<file path="src/rtl/iwt_pkg.sv">
`timescale 1ns / 1ps
package iwt_pkg;

   localparam int unsigned WATCHERS_DEFAULT         = 16;
   localparam int unsigned ENTRIES_PER_LIST_DEFAULT = 64;
   localparam int unsigned PRIORITY_LEVELS_DEFAULT  = 8;

   localparam logic [7:0]  NEVER_VICTIM_WEIGHT = 8'd255;
   localparam logic [31:0] NULL_TARGET         = 32'hFFFF_FFFF;

   localparam logic [2:0] CSR_CLIENT_CAPACITY = 3'd0;
   localparam logic [2:0] CSR_CAPACITY_MIN    = 3'd1;
   localparam logic [2:0] CSR_CAPACITY_MAX    = 3'd2;
   localparam logic [2:0] CSR_SERVER_CAPACITY = 3'd3;
   localparam logic [2:0] CSR_WEIGHT_TABLE    = 3'd4;
   localparam logic [2:0] CSR_NORMAL_PRIORITY = 3'd5;

   typedef enum logic [1:0] {
      OP_ADD     = 2'd0,
      OP_REMOVE  = 2'd1,
      OP_UNPIN   = 2'd2,
      OP_UPGRADE = 2'd3
   } op_type;

   typedef enum logic [3:0] {
      RS_PRESENT   = 4'd0,
      RS_INSERTED  = 4'd1,
      RS_EVICTED   = 4'd2,
      RS_REJECTED  = 4'd3,
      RS_NULL      = 4'd4,
      RS_REMOVED   = 4'd5,
      RS_NOT_FOUND = 4'd6,
      RS_CHANGED   = 4'd7,
      RS_UNCHANGED = 4'd8
   } status_type;

   typedef enum logic [2:0] {
      ST_CLEAR,
      ST_IDLE,
      ST_SCAN,
      ST_DECIDE,
      ST_WRITE2,
      ST_DONE
   } state_type;

   typedef struct packed {
      op_type      req_type;
      logic [3:0]  watcher_index;
      logic [31:0] target_id;
      logic [2:0]  priority_req;
   } req_type;

   typedef struct packed {
      logic        accepted;
      status_type  status;
      logic        evicted_valid;
      logic [31:0] evicted_target;
      logic [6:0]  list_count;
   } rsp_type;

   typedef struct packed {
      logic        valid;
      logic [31:0] target;
      logic [2:0]  prio;
   } entry_type;

   typedef struct packed {
      logic [6:0]  capacity;
      logic [63:0] weights;
      logic [2:0]  normal_code;
   } cfg_type;

   function automatic logic [2:0] sat_code(logic [2:0] code, int unsigned levels);
      logic [2:0] top_code;
      top_code = (levels > 8) ? 3'd7 : 3'(levels - 1);
      return (code > top_code) ? top_code : code;
   endfunction

   function automatic logic [7:0] weight_of(logic [63:0] table_bits, logic [2:0] code);
      return table_bits[code * 8 +: 8];
   endfunction

endpackage

</file>
<file path="src/rtl/iwt_csr.sv">
`timescale 1ns / 1ps
module iwt_csr #(
   parameter int unsigned ENTRIES_PER_LIST = iwt_pkg::ENTRIES_PER_LIST_DEFAULT,
   parameter int unsigned PRIORITY_LEVELS  = iwt_pkg::PRIORITY_LEVELS_DEFAULT
) (
   input  logic             clock,
   input  logic             reset,
   input  logic             csr_we,
   input  logic [2:0]       csr_index,
   input  logic [63:0]      csr_wdata,
   output iwt_pkg::cfg_type cfg
);

   localparam logic [6:0] EntCap = (ENTRIES_PER_LIST > 127) ? 7'd127 : 7'(ENTRIES_PER_LIST);

   logic [7:0]  client_ff;
   logic [6:0]  min_ff;
   logic [6:0]  max_ff;
   logic [6:0]  server_ff;
   logic [63:0] weights_ff;
   logic [2:0]  normal_ff;
   logic [7:0]  clamped;
   logic [6:0]  limited;

   always_ff @(posedge clock) begin
      if (reset) begin
         client_ff  <= 8'd64;
         min_ff     <= 7'd1;
         max_ff     <= 7'd64;
         server_ff  <= 7'd64;
         weights_ff <= 64'd506097522914230528;
         normal_ff  <= 3'd1;
      end else if (csr_we) begin
         unique case (csr_index)
            iwt_pkg::CSR_CLIENT_CAPACITY: client_ff  <= csr_wdata[7:0];
            iwt_pkg::CSR_CAPACITY_MIN:    min_ff     <= csr_wdata[6:0];
            iwt_pkg::CSR_CAPACITY_MAX:    max_ff     <= csr_wdata[6:0];
            iwt_pkg::CSR_SERVER_CAPACITY: server_ff  <= csr_wdata[6:0];
            iwt_pkg::CSR_WEIGHT_TABLE:    weights_ff <= csr_wdata;
            iwt_pkg::CSR_NORMAL_PRIORITY: normal_ff  <= csr_wdata[2:0];
            default: ;
         endcase
      end
   end

   always_comb begin
      priority if (client_ff < {1'b0, min_ff}) begin
         clamped = {1'b0, min_ff};
      end else if (client_ff > {1'b0, max_ff}) begin
         clamped = {1'b0, max_ff};
      end else begin
         clamped = client_ff;
      end
      limited = ({1'b0, server_ff} < clamped) ? server_ff : clamped[6:0];
      cfg.capacity    = (EntCap < limited) ? EntCap : limited;
      cfg.weights     = weights_ff;
      cfg.normal_code = iwt_pkg::sat_code(normal_ff, PRIORITY_LEVELS);
   end

endmodule

</file>
<file path="config.mk">
export PLATFORM = sky130hd
export DESIGN_NAME = iwt_csr
export DESIGN_NICKNAME = d
export VERILOG_FILES = /design/src/rtl/iwt_pkg.sv /design/src/rtl/iwt_csr.sv
export SDC_FILE = /design/constraint.sdc
export NUM_CORES = 1
export LEC_CHECK = 0
export ABC_CLOCK_PERIOD_IN_PS = 12000
export BUFFER_PORTS_ARGS = -buffer_cell sky130_fd_sc_hd__buf_2
export CORE_MARGIN = 4
export CORE_UTILIZATION = 33
export CTS_BUF_LIST = sky130_fd_sc_hd__clkbuf_8
export DETAILED_ROUTE_END_ITERATION = 7
export GPL_ROUTABILITY_DRIVEN = 1
export PLACE_DENSITY = 0.58
export REMOVE_ABC_BUFFERS = 1
export SYNTH_ARGS = -nofsm -noshare
export SYNTH_HDL_FRONTEND = slang
export SYNTH_SLANG_ARGS = --single-unit
</file>
<file path="constraint.sdc">
create_clock -name clock -period 12 [get_ports clock]
set_input_delay 1.8 -clock clock [delete_from_list [all_inputs] [get_ports clock]]
set_output_delay 1.8 -clock clock [all_outputs]
set_load 0.02 [all_outputs]
</file>
# Word-level counts from Yosys, hierarchy flattened
# Index checks and enable logic that the tools add are counted.
dict set report classes {
  n_reduce_logical 7
  mux 5
  order_cmp 5
  eq_ne 5
}
# cell count
set op_table {}
lappend op_table {{$mux W8} 2}
lappend op_table {{$mux W7} 2}
lappend op_table {{$reduce_and A2 Y1} 6}
lappend op_table {{$gt A8 B7 Y1} 1}
lappend op_table {{$lt A7 B8 Y1} 1}
lappend op_table {{$lt A8 B7 Y1} 1}
lappend op_table {{$lt A7 B7 Y1 const A} 1}
lappend op_table {{$eq A3 B2 Y1 const B} 2}
lappend op_table {{$eq A3 B3 Y1 const B} 2}
lappend op_table {{$eq A3 B1 Y1 const B} 1}
lappend op_table {{$gt A3 B3 Y1 const B} 1}
lappend op_table {{$logic_not A3 Y1} 1}
lappend op_table {{$mux W3} 1}
dict set report word_totals {
  regBits 96
  inputBits 70
  out_inout_bits 74
  wordCells 28
}

# Longest topological paths before layout
dict set report depth {
  word_depth 7
  ltp_mapped 16
  ltp_nobuf 15
}

# Worst setup path after synthesis
# No wires, ideal clock.
dict set report synth_timing {
  path_kind {register to output}
  start {register min_ff[6]}
  end {output port cfg[68] (netlist name)}
  arrival_ps 3476
  path_stages_with_launch 16
  t_required_ps 10200
  n_path_buf 2
  setup_slack_ps 6724
  path_cell_list {dfxtp_1 -> inv_1 -> ha_1 -> a211oi_1 -> nand3_1 -> a21oi_1 -> buf_2 -> nor2_1 -> a21oi_1 -> ha_1 -> a21oi_1 -> o21ai_0 -> a21oi_2 -> buf_2 -> mux2_2 -> nor2_1}
}
# element line
set synth_rtl {}
lappend synth_rtl {{start, declared} iwt_csr.sv:17} ;# logic [6:0] min_ff;
lappend synth_rtl {{start signal, assigned} iwt_csr.sv:36} ;# iwt_pkg::CSR_CAPACITY_MIN: min_ff <= csr_wdata[6:0];
lappend synth_rtl {{end, declared} iwt_csr.sv:11} ;# output iwt_pkg::cfg_type cfg

==> flow_summary_export.csv <==
group,metric,value,unit
run_status,status,"completed",
setup_path,cp-start-kind,"flip-flop",
route,vias,3965,
setup_path,cp_cell_sequence,"inv_1 > ha_1 > a211oi_1 > nand3_1 > a21oi_1 > mux2_2 > ha_1 > a21o_1 > a21oi_1 > o21ai_0 > a21oi_2 > mux2_2 > nor2_1 > buf_2",
power,power_density,120.7,mW/mm2
clock_network,numClockSinks,96,
clock_network,cts.clk_slew.worst_paths,0.09,ns
route,met1Wirelength,4865,um
global_routing,overflow,0,
final_layout,antenna_cells,0,
yosys,synthTopCellsByArea,"dfxtp_1 45%, nand2_1 15%, a21oi_1 9.2%",
setup_path,crit_path_max_incr_delay,0.84,ns
hold_path,min_path_type,"reg2reg",
yosys,yosys_warnings,0,
clock_network,hold_buffers,0,
sta,final_max_slew_viol_count,0,
sta,fin_ws,5.526,ns
route,routed_wl,11650,um
route,antenna_left,0,
sta,setup_violations,0,
clock_network,clock_latency,0.36,ns
setup_path,path_max_fanout,17,
job,maxCapViolations,0,
sta,fin_tns_setup,0,ns
global_routing,grt_pass1_wl,19380,um
power,p_sw_share,27.85,%
final_layout,fin_nets,747,
yosys,syn_area,0.004253,mm2
floorplan,start_util,33.70,%
final_layout,syn_to_final_growth,23.86,%
clock_network,numCtsBuffers,9,
clock_network,cts_buffer_depth,2,
yosys,synth-async-reset-ratio,0,%
sta,fin_worst_skew,0,ns
yosys,synth_top_area_share,45.19,%
setup_path,arrival,4.67,ns
power,clkPwrFrac,32.2,%
floorplan,ios,144,
route,avgRoutedWirePerCell,13.96,um
floorplan,floorplan.rows,41,
final_layout,drive_gt1_share,26.09,%
setup_path,end_kind,"output port",
yosys,ys_seq_elements,96,
setup_path,slowest_stage,"a21oi_1",
clock_network,root_buffer,"clkbuf_8",
final_layout,layout.cells.most_common,"nand2_1",
yosys,synth_ff_type,"dfxtp_1",
placement,place_congestion,0.8998,
placement,dp_slack,5.997,ns
yosys,synth_top_area_cell,"dfxtp_1",
sta,fmax,154.5,MHz
placement,hpwl,8509,um
floorplan,die_h,121.5,um
yosys,synthDistinctLibCells,38,
power,ir_drop,0.07902,mV
route,drcViolationCount,0,
clock_network,cts-resized-gates,0,
setup_path,cpLargestDelayFamily,"compound AO/OA/AOI/OAI gates",
sta,finalHoldViolCount,0,
yosys,synth.avg_cell_area,7.979,um2
power,p_switching,0.0001771,W
placement,io_buffers,143,
yosys,synth_cells,533,
clock_network,h-tree-depth,3,
sta,period_share,53.95,%
yosys,synth_edf_count,0,
setup_path,criticalPathCategory,"reg2out",
sta,slew-limit-headroom,23.79,%
route,top_layer,"met4",
power,seqPwrFrac,52.0,%
power,pwr-share-comb,15.7,%
setup_path,worst-path-buf-inv,2,
route,dr_wl_met2,5510,um
floorplan,die_x,121.5,um
sta,tightestPinTransition,1.143,ns
clock_network,cts_setup_buffers,0,
clock_network,cts_tree,"yes",
floorplan,die-area,0.01477,mm2
power,p_leak,2.313,nW
sta,rsz0062_at_grt,"false",
route,vias_per_cell,4.749,
global_routing,antenna_found_initial,0,
global_routing,grt_use_total,16.09,%
global_routing,grt_max_degree,97,
final_layout,stdcell_count,835,
final_layout,layout_common_cells,"169 x nand2_1, 143 x buf_2, 96 x dfxtp_1, 78 x a21oi_1, 27 x nor2_1",
placement,post-place-cells,819,
floorplan,coreArea,0.01262,mm2
route,detail_route.iter0.violations,176,
sta,fin_crit,6.474,ns
power,p_int,0.0004587,W
global_routing,grt_pass1_vias,4057,
route,wl_met3,1010,um
yosys,ys_seq_area_share,45.19,%
route,first_pass_iters,4,
setup_path,cp.required,10.20,ns
-- power groups by stage --
stage / registers [W] / clock network [W] / logic [W]
final: 0.000331 / 0.000205 / 0.0000999
after global routing: 0.000332 / 0.000222 / 0.000111
after CTS: 0.000331 / 0.000211 / 0.000101
after detailed placement: 0.000338 / 0 / 0.000100
after floorplan: 0.000344 / 0 / 0.0000549
after global placement: 0.000338 / 0 / 0.0000980
-- path summary, 6_finish.rpt --
| path | from | cells after the start | endpoint | slack [ns] |
|---|---|---|---|---|
| setup / recovery | min_ff[6] | 14 | cfg[67] | 5.53 |
| hold / removal | weights_ff[46] | 2 | weights_ff[46] | 0.45 |
| setup reg to reg | max_ff[6] | 3 | max_ff[6] | 11.15 |
| hold reg to reg | weights_ff[46] | 2 | weights_ff[46] | 0.45 |
-- area by class of cell --
type / count / area [um2]
clock buffers: 9 / 123.9
flip-flops and latches: 96 / 1922
fillers: 1337 / 7352
clock inverters: 7 / 57.56
multi-input cells: 389 / 2155
inverters: 17 / 63.81
well taps: 172 / 215.2
repair buffers: 145 / 730.7
-- sequential cells by signal, summed over array words and instances, names as in the netlist --
name        cells
client_ff       8
max_ff          7
min_ff          7
normal_ff       3
server_ff       7
weights_ff     64
-- cells in the mapped netlist, drive strengths merged, types with 3 or more instances --
| library cell | number |
|---|---|
| a211o | 3 |
| a211oi | 3 |
| a21oi | 80 |
| and3 | 3 |
| buf | 7 |
| clkbuf | 24 |
| dfxtp | 96 |
| ha | 19 |
| inv | 17 |
| mux2 | 5 |
| mux2i | 20 |
| nand2 | 169 |
| nand3 | 12 |
| nand3b | 14 |
| nand4 | 3 |
| nor2 | 27 |
| nor2b | 4 |
| o21ai | 5 |
| or2 | 3 |
-- worst min-delay path, stage by stage (launching register included) --
cell	delay [ns]
dfxtp_1	0.32
nand2_1	0.05
a21oi_1	0.05
-- per-stage QoR --
stage	total power, W	cell area, um2	hold WS [ns]	util (%)
final	0.0006358	5268	0.4548	41.74
after global routing	0.0006647	5268	0.4780	41.74
after CTS	0.0006432	5268	0.4568	41.74
after detailed placement	0.0004387	5086	0.4440	40.30
after global placement	0.0004360	5086	0.4390	40.30
after floorplan	0.0003989	4134	0.4476	-
-- routing by layer --
layer | track usage [%] | vias up
met5 | 0 | -
met4 | 6.583 | 0
met3 | 6.387 | 18
met2 | 26.49 | 117
met1 | 18.68 | 1811
li1 | - | 2019
-- cells by family (layout without fill, tap and decap cells) --
logic type | after synthesis | count (layout) | synth area share, %
DFF | 96 | 96 | 45.19
muxes | 25 | 25 | 6.031
and+or+nand+nor | 245 | 245 | 25.10
adders and majority gates | 19 | 19 | 5.590
AOI/OAI and AO/OA | 100 | 100 | 13.80
buffers and inverters | 48 | 178 | 4.295
Power figures use the tool's default switching activity.
